--- config.mk ---
export PLATFORM = sky130hd
export DESIGN_NAME = pal_ctrl
export DESIGN_NICKNAME = d
export VERILOG_FILES = /design/src/pal_pkg.sv /design/src/pal_ctrl.sv
export SDC_FILE = /design/constraint.sdc
export NUM_CORES = 1
export LEC_CHECK = 0
export ABC_AREA = 0
export BUFFER_PORTS_ARGS = -buffer_cell sky130_fd_sc_hd__buf_2
export CORE_AREA = 2 2 39 41
export DETAILED_ROUTE_END_ITERATION = 16
export DIE_AREA = 0 0 41 43
export GPL_TIMING_DRIVEN = 0
export HOLD_SLACK_MARGIN = 0.08
export SKIP_CTS_REPAIR_TIMING = 1
export SLEW_MARGIN = 20
export SYNTH_ARGS = -nofsm -noshare
export SYNTH_HDL_FRONTEND = slang
export SYNTH_SLANG_ARGS = --single-unit
--- constraint.sdc ---
create_clock -name i_clk -period 3.2 [get_ports i_clk]
set_clock_uncertainty 0.2 [all_clocks]
set_input_delay 0.48 -clock i_clk [delete_from_list [all_inputs] [get_ports i_clk]]
set_output_delay 0.48 -clock i_clk [all_outputs]
set_load 0.02 [all_outputs]
--- src/pal_pkg.sv ---
// Shared types and constants for the palette DAC port.
`timescale 1ns / 1ps

package pal_pkg;

    // Width of the value field and the number of codes it can carry.
    localparam int VALUE_W    = 8;
    localparam int VALUE_SPAN = 256;
    localparam int ACTION_W   = 2;
    localparam int TAG_W      = 2;

    typedef enum logic [ACTION_W-1:0] {
        ACT_SET_WRITE  = 2'd0,
        ACT_SET_READ   = 2'd1,
        ACT_DATA_WRITE = 2'd2,
        ACT_DATA_READ  = 2'd3
    } t_action;

    // Component order within an entry, also the phase of a read or write run.
    typedef enum logic [TAG_W-1:0] {
        TAG_RED   = 2'd0,
        TAG_GREEN = 2'd1,
        TAG_BLUE  = 2'd2
    } t_tag;

    // Controller to datapath commands.
    typedef struct packed {
        logic set_wr;    // load write index, restart write run
        logic set_rd;    // load read index, restart read run
        logic wr_data;   // take one component of a write run
        logic rd_issue;  // read the entry at the read index
        logic out_load;  // move the read entry's component to the output register
    } t_cmd;

endpackage

--- src/pal_ctrl.sv ---
// Controller: input and output handshakes and command sequencing.
`timescale 1ns / 1ps

module pal_ctrl (
    input  logic            i_clk,
    input  logic            i_rst_n,
    input  logic            i_in_valid,
    output logic            o_in_ready,
    input  logic [1:0]      i_action,
    output logic            o_out_valid,
    input  logic            i_out_ready,
    output pal_pkg::t_cmd   o_cmd
);
    import pal_pkg::*;

    typedef enum logic {
        ST_IDLE,
        ST_LOAD
    } t_state;

    t_state  r_state;
    logic    r_out_valid;
    logic    w_accept;
    logic    w_out_free;
    t_action w_action;

    assign w_action   = t_action'(i_action);
    assign o_in_ready = (r_state == ST_IDLE);
    assign w_accept   = i_in_valid && o_in_ready;
    assign w_out_free = !r_out_valid || i_out_ready;
    assign o_out_valid = r_out_valid;

    always_comb begin
        o_cmd          = '0;
        o_cmd.set_wr   = w_accept && (w_action == ACT_SET_WRITE);
        o_cmd.set_rd   = w_accept && (w_action == ACT_SET_READ);
        o_cmd.wr_data  = w_accept && (w_action == ACT_DATA_WRITE);
        o_cmd.rd_issue = w_accept && (w_action == ACT_DATA_READ);
        o_cmd.out_load = (r_state == ST_LOAD) && w_out_free;
    end

    always_ff @(posedge i_clk) begin
        if (!i_rst_n) begin
            r_state     <= ST_IDLE;
            r_out_valid <= 1'b0;
        end else begin
            case (r_state)
                ST_IDLE: begin
                    if (w_accept && (w_action == ACT_DATA_READ)) begin
                        r_state <= ST_LOAD;
                    end
                end
                ST_LOAD: begin
                    if (w_out_free) begin
                        r_state <= ST_IDLE;
                    end
                end
                default: begin
                    r_state <= ST_IDLE;
                end
            endcase

            if (o_cmd.out_load) begin
                r_out_valid <= 1'b1;
            end else if (i_out_ready) begin
                r_out_valid <= 1'b0;
            end
        end
    end

endmodule

==> results of run 1 <==
-- cells by family after synthesis --
group / after synthesis
buf+inv: 1
compound gates: 2
flops: 2
simple gates: 7
-- registers in the layout, summed over array words and instances, names as in the netlist --
signal / flops
o_out_valid: 1
r_state: 1
-- power breakdown --
| group | switching (mW) | leakage, nW | internal [mW] | total, mW |
|---|---|---|---|---|
| Combinational | 0.00785 | 0.0851 | 0.00708 | 0.0149 |
| Clock | 0.0144 | 0.0138 | 0.0414 | 0.0557 |
| Sequential | 0.000659 | 0.0162 | 0.0258 | 0.0265 |
-- Yosys cell counts --
library cell and count:
and3b_2 1, and2_2 1, nor4b_1 1, a21boi_0 1, nand2b_1 1, dfxtp_1 2, and4bb_2 2, o21a_1 1
and4b_1 1, inv_1 1
-- metrics by stage --
step                cell area (µm²)  power, mW  hold slack (ns)   util  setup slack (ns)
finish                          229     0.0971            0.271  0.165              1.44
global route                    229      0.106            0.287  0.165              1.38
CTS                             229      0.102            0.260  0.165              1.42
detailed placement              206     0.0419            0.312  0.149              1.46
global placement                206     0.0417            0.302  0.149              1.47
floorplan                       126     0.0345            0.377      -              1.28
-- critical path: stages (launching register included) --
cell and delay (ns):
dfxtp_1 0.34, nor4b_1 0.30, buf_2 0.21
-- worst min-delay path by stage --
stage	startpoint	to	slack, ns	cells after the start
final	i_rst_n	r_state	0.27	2
after detailed placement	o_out_valid	o_out_valid	0.31	2
after floorplan	o_out_valid	o_out_valid	0.38	2
after global routing	i_rst_n	r_state	0.29	2
after global placement	o_out_valid	o_out_valid	0.30	2
after CTS	i_rst_n	r_state	0.26	2
-- placed cells by master, fill, tap and decap left out --
cell type and n:
and4b_1 1, clkbuf_4 3, dfxtp_1 2, nand2b_1 1
nor4b_1 1, buf_2 12, and3b_2 1, o21a_1 1
inv_1 1, and4bb_2 2, and2_2 1, a21boi_0 1
-- layout make-up --
type                    instances  area [µm²]  share of cell area
multi-input cells               9        82.6               0.361
repair buffers                 12        60.1               0.262
flip-flops and latches          2        40.0               0.175
clock buffers                   3        22.5              0.0984
well taps                      16        20.0              0.0874
inverters                       1        3.75              0.0164
-- per-layer routing --
layer  global-route usage  up-vias
met5                    0        -
met4               0.0800        0
met3               0.0314        0
met2               0.0688        7
met1               0.0223       73
li1                     -       77
==> impl_metrics.yaml, run 1 <==
yosys:
  ys_ff_latch: 2
  yosysTopAreaCell: "dfxtp_1"
  synth_adder_area_share: 0
  synthCells: 12
  yosys_warnings: 0
  seq_area_frac_synth: 0.317
  synth_top_family_by_area: "simple AND/OR/NAND/NOR gates"
  synth-xor-area-share: 0
  synth_compound_area_frac: 0.119
  synthMuxAreaShare: 0
  post_synth.cell_area_avg_um2: 10.5
  synthSimpleGateAreaFrac: 0.535
  syn_area_um2: 126
  synth_nets: 18
  netlist_top_cells_area: "dfxtp_1 (32%), and4bb_2 (20%), and3b_2 (7.9%)"
  yosysTopAreaCellShare: 0.317
  yosysUniqueCellTypes: 10
clocking:
  cts_tree: "built"
  clock-sinks: 2
  cts_buffers: 3
  clock_latency_ns: 0.23
  clockBufferDepth: 2
  htree_levels: 1
  cts_root_buf: "clkbuf_4"
  clk_pin_slew_ns: 0.03
place:
  globalplace.congestion: 0.618
  post-place-cells: 40
  placement.io_buffers: 12
detailed_routing:
  drc_errors: 0
  post_drt_wl_per_cell_um: 8.49
  via_count: 157
  m1WireLength_um: 144
  viasPerCell: 3.65
  route.met3.wl_um: 33
  drt_iter0_drc: 1
  met2WireLength_um: 187
  first_pass_iters: 2
  final_antenna_net_count: 0
  wirelength_um: 365
  topRoutingLayerUsed: "met3"
die:
  row_count: 14
  coreArea_um2: 1380
  dieWidth_um: 41
  io-pin-count: 13
  die_y_um: 43
  dieArea_um2: 1760
  start_util: 0.0913
pwr:
  p_leak_nw: 0.115
  power_density_nw_per_um2: 424
  max-vdd-ir-drop_mv: 0.135
sta:
  tightestPinTransition_ns: 0.241
  post-route-period-util: 0.550
  min_period_ns: 1.76
  slew_headroom: 0.837
  setup_viol_count_final: 0
  slew_violations: 0
  rsz0062_at_grt: "false"
  finalSetupTns_ns: 0
  hold_viol_final: 0
  max_freq_mhz: 568
global_routing:
  grt_max_degree: 8
  grtUsageTotal: 0.0470
  grt_first_pass_wirelength_um: 462
  overflow: 0
  antenna_found_initial: 0
  grt_pass1_vias: 149
critical_path:
  cp-start-kind: "register"
  crit_start: "r_state"
  crit_end: "o_cmd[4]"
  crit_fanout: 7
  timing.rr.end: "r_state"
  worstPathArrival_ns: 1.08
  reg2reg_slack_ns: 2.09
  cp.required_ns: 2.52
  critPathKind: "register to output pin"
  r2r_cells: 2
  r2r_start: "r_state"
  end_kind: "output pin"
cells_and_area:
  antenna_cells: 0
  drive_gt1_frac: 0.704
  stdcell_count: 43
  fillers: 154
  area_delta_synth_final_pct: 81.2
  finalNetCount: 35
run:
  maxCapViolations: 0
status:
  outcome: "completed"
min_path:
  hp-class: "input port to register"
(Power assumes the default switching activity.)
==> run 2: changes to the inputs <==
Clock period 3.2 ns to 1.75 ns, I/O delays scaled along.
==> impl_metrics.yaml, run 2 (synthesized netlist as in run 1, its figures left out) <==
cells_and_area:
  final_cell_mix: "buf_2 (12), clkbuf_4 (3), and4bb_2 (2), dfxtp_1 (2)"
  final_common_cell: "buf_2"
  area_delta_synth_final_pct: 89.1
  antenna_cells: 0
  fillers: 153
  design_area_um2: 239
  ff_latch_area_um2: 40.0
  multi_input_area_um2: 82.6
  finalNetCount: 36
  drive_gt1_frac: 0.679
pwr:
  p_int_uw: 137
  pwr-share-comb: 0.161
  power_frac_seq: 0.270
  clockPowerShare: 0.569
  swShare: 0.234
  max-vdd-ir-drop_mv: 0.254
  power_density_nw_per_um2: 750
  p_leak_nw: 0.119
  net-switching-power_uw: 42.0
sta:
  rsz0062_at_grt: "false"
  hold_viol_final: 0
  tightestPinTransition_ns: 0.241
  finalSetupTns_ns: 0
  slew_violations: 0
  worst_hold_slack_ns: 0.151
  post-route-period-util: 0.882
  min_period_ns: 1.54
  setup_viol_count_final: 0
  slew_headroom: 0.837
  max_freq_mhz: 648
critical_path:
  cpLargestDelayFamily: "flip-flops"
  path_buf_inv: 1
  end_kind: "output pin"
  slowest_delay_ns: 0.34
  worst_path_max_delay_cell: "dfxtp_1"
  cp-start-kind: "register"
  cp_cell_sequence: "nor4b_1 > buf_2"
  critPathKind: "register to output pin"
  worstPathArrival_ns: 1.08
  cp.required_ns: 1.29
  crit_fanout: 7
clocking:
  htree_levels: 1
  clock-sinks: 2
  clk_pin_slew_ns: 0.03
  cts_buffers: 3
  cts_tree: "built"
  clockBufferDepth: 2
  clock_latency_ns: 0.23
  cts_root_buf: "clkbuf_4"
place:
  placement.io_buffers: 12
  placed_area_um2: 206
  globalplace.congestion: 0.618
die:
  dieWidth_um: 41
  die_y_um: 43
  io-pin-count: 13
  start_util: 0.0913
  coreArea_um2: 1380
  row_count: 14
  dieArea_um2: 1760
run:
  maxCapViolations: 0
detailed_routing:
  wirelength_um: 363
  via_count: 161
  drt_iter0_drc: 1
  viasPerCell: 3.66
  drc_errors: 0
  first_pass_iters: 2
  post_drt_wl_per_cell_um: 8.25
  final_antenna_net_count: 0
global_routing:
  overflow: 0
  grt_first_pass_wirelength_um: 462
  grtUsageTotal: 0.0470
  grt_pass1_vias: 149
  grt_max_degree: 8
  antenna_found_initial: 0
status:
  outcome: "completed"
min_path:
  hp-class: "input port to register"
-- run 2: through the flow --
stage | power [mW] | setup slack (ns) | std cells | util
final | 0.179 | 0.207 | 44 | 0.173
after global routing | 0.195 | 0.144 | 44 | 0.173
after CTS | 0.187 | 0.189 | 43 | 0.165
after detailed placement | 0.0766 | 0.442 | 40 | 0.149
after global placement | 0.0763 | 0.450 | 40 | 0.149
after floorplan | 0.0632 | 0.175 | 12 | -
-- run 2: final cells by class --
| cell class | instances | area share |
|---|---|---|
| Timing Repair Buffer | 13 | 0.293 |
| Sequential cell | 2 | 0.168 |
| Inverter | 1 | 0.0157 |
| Tap cell | 16 | 0.0838 |
| Multi-Input combinational cell | 9 | 0.346 |
| Clock buffer | 3 | 0.0942 |
-- run 2: worst paths after layout --
path / startpoint / slack (ns) / cells after the start / end
max: r_state / 0.21 / 2 / o_cmd[4]
min: i_out_ready / 0.15 / 3 / o_out_valid
max reg2reg: r_state / 0.64 / 2 / r_state
min reg2reg: o_out_valid / 0.31 / 2 / o_out_valid
-- run 2: power groups by stage --
stage | clock network [mW] | logic (mW) | registers, mW
floorplan | 0 | 0.0138 | 0.0494
global placement | 0 | 0.0273 | 0.0490
detailed placement | 0 | 0.0275 | 0.0490
CTS | 0.111 | 0.0276 | 0.0484
global route | 0.115 | 0.0311 | 0.0485
finish | 0.102 | 0.0289 | 0.0484
-- run 2: per-layer routing --
metal	track usage	vias to the layer above	part of all wire
met5	0	-	0
met4	0.0800	0	0
met3	0.0314	0	0.10
met2	0.0688	7	0.52
met1	0.0223	75	0.38
li1	-	79	-
-- run 2: worst min-delay path: cells and delay by family --
| kind | cells | cell delay (ns) |
|---|---|---|
| AO/OA/AOI/OAI | 1 | 0.07 |
| buffers and inverters | 1 | 0.08 |
| AND/OR/NAND/NOR | 1 | 0.10 |
==> run 3: changes to the inputs <==
Settings changed: CTS_BUF_LIST set to sky130_fd_sc_hd__clkbuf_8 sky130_fd_sc_hd__clkbuf_16.
==> impl_metrics.yaml, run 3 (synthesized netlist as in run 1, its figures left out) <==
status:
  outcome: "completed"
cells_and_area:
  antenna_cells: 0
  final_util: 0.179
  finalNetCount: 35
  area_delta_synth_final_pct: 96.0
  stdcell_count: 43
  final_cell_mix: "buf_2 (12), clkbuf_8 (3), and4bb_2 (2), dfxtp_1 (2)"
  drive_gt1_frac: 0.704
  final_common_cell: "buf_2"
min_path:
  hp-class: "input port to register"
critical_path:
  worstPathArrival_ns: 1.07
  cp_cell_sequence: "nor4b_1 > buf_2"
  cp.required_ns: 1.29
  end_kind: "output pin"
  critPathKind: "register to output pin"
  slowest_delay_ns: 0.34
  worst_path_max_delay_cell: "dfxtp_1"
  crit_fanout: 7
  cp-start-kind: "register"
detailed_routing:
  viasPerCell: 3.77
  drt_iter0_drc: 1
  post_drt_wl_per_cell_um: 8.72
  final_antenna_net_count: 0
  wirelength_um: 375
  drc_errors: 0
  first_pass_iters: 2
  via_count: 162
die:
  coreArea_um2: 1380
  row_count: 14
  dieWidth_um: 41
  dieArea_um2: 1760
  io-pin-count: 13
  start_util: 0.0913
  die_y_um: 43
run:
  maxCapViolations: 0
clocking:
  cts_root_buf: "clkbuf_8"
  clockBufferDepth: 2
  cts_tree: "built"
  clock-sinks: 2
  clk_pin_slew_ns: 0.03
  htree_levels: 1
  cts_buffers: 3
  clock_latency_ns: 0.21
place:
  globalplace.congestion: 0.618
  placement.io_buffers: 12
  post-place-cells: 40
sta:
  rsz0062_at_grt: "false"
  slew_headroom: 0.837
  finalSetupTns_ns: 0
  max_freq_mhz: 654
  setup_viol_count_final: 0
  hold_viol_final: 0
  post-route-period-util: 0.873
  min_period_ns: 1.53
  tightestPinTransition_ns: 0.241
  slew_violations: 0
global_routing:
  overflow: 0
  grtUsageTotal: 0.0501
  grt-busiest-layer: "met4"
  met1_usage: 0.0223
  met3_usage: 0.0471
  met2_usage: 0.0688
  grt_pass1_vias: 145
  grt_max_degree: 8
  grt_first_pass_wirelength_um: 469
  antenna_found_initial: 0
pwr:
  p_leak_nw: 0.123
  power_density_nw_per_um2: 1040
  max-vdd-ir-drop_mv: 0.370
==> run 3: path summary, 6_finish.rpt <==
path | start | to | slack [ns] | cells past startpoint
max | r_state | o_cmd[4] | 0.22 | 2
min | i_rst_n | r_state | 0.07 | 2
max reg2reg | r_state | r_state | 0.64 | 2
min reg2reg | o_out_valid | o_out_valid | 0.31 | 2
==> run 3: metrics by stage <==
| stage | instance area, µm² | hold WS (ns) | power, mW | setup slack (ns) |
|---|---|---|---|---|
| 2_1_floorplan | 126 | 0.180 | 0.0632 | 0.175 |
| 4_1_cts | 248 | 0.0688 | 0.265 | 0.212 |
| 3_5_place_dp | 206 | 0.286 | 0.0766 | 0.442 |
| 6_report | 248 | 0.0663 | 0.258 | 0.221 |
| 5_1_grt | 248 | 0.0848 | 0.272 | 0.166 |
| 3_3_place_gp | 206 | 0.284 | 0.0763 | 0.450 |
==> run 3: cell type report <==
cell class | instances | area [µm²]
Clock buffer | 3 | 41.3
Fill cell | 156 | 1140
Timing Repair Buffer | 12 | 60.1
Sequential cell | 2 | 40.0
Inverter | 1 | 3.75
Multi-Input combinational cell | 9 | 82.6
Tap cell | 16 | 20.0
==> run 3: power breakdown <==
part / total (mW) / internal [mW] / switching [mW]
combinational: 0.0273 / 0.0129 / 0.0143
sequential: 0.0485 / 0.0472 / 0.00121
clock: 0.182 / 0.145 / 0.0367
==> run 3: worst max-delay path: cells and delay by family, from the launching register on <==
family,cells,cell delay [ns]
AND/OR/NAND/NOR,1,0.30
flip-flops,1,0.34
buffers and inverters,1,0.21
==> run 3: layer usage <==
layer,up-vias,part of all wire
met1,76,0.38
met4,0,0
met5,-,0
li1,77,-
met2,9,0.49
met3,0,0.13
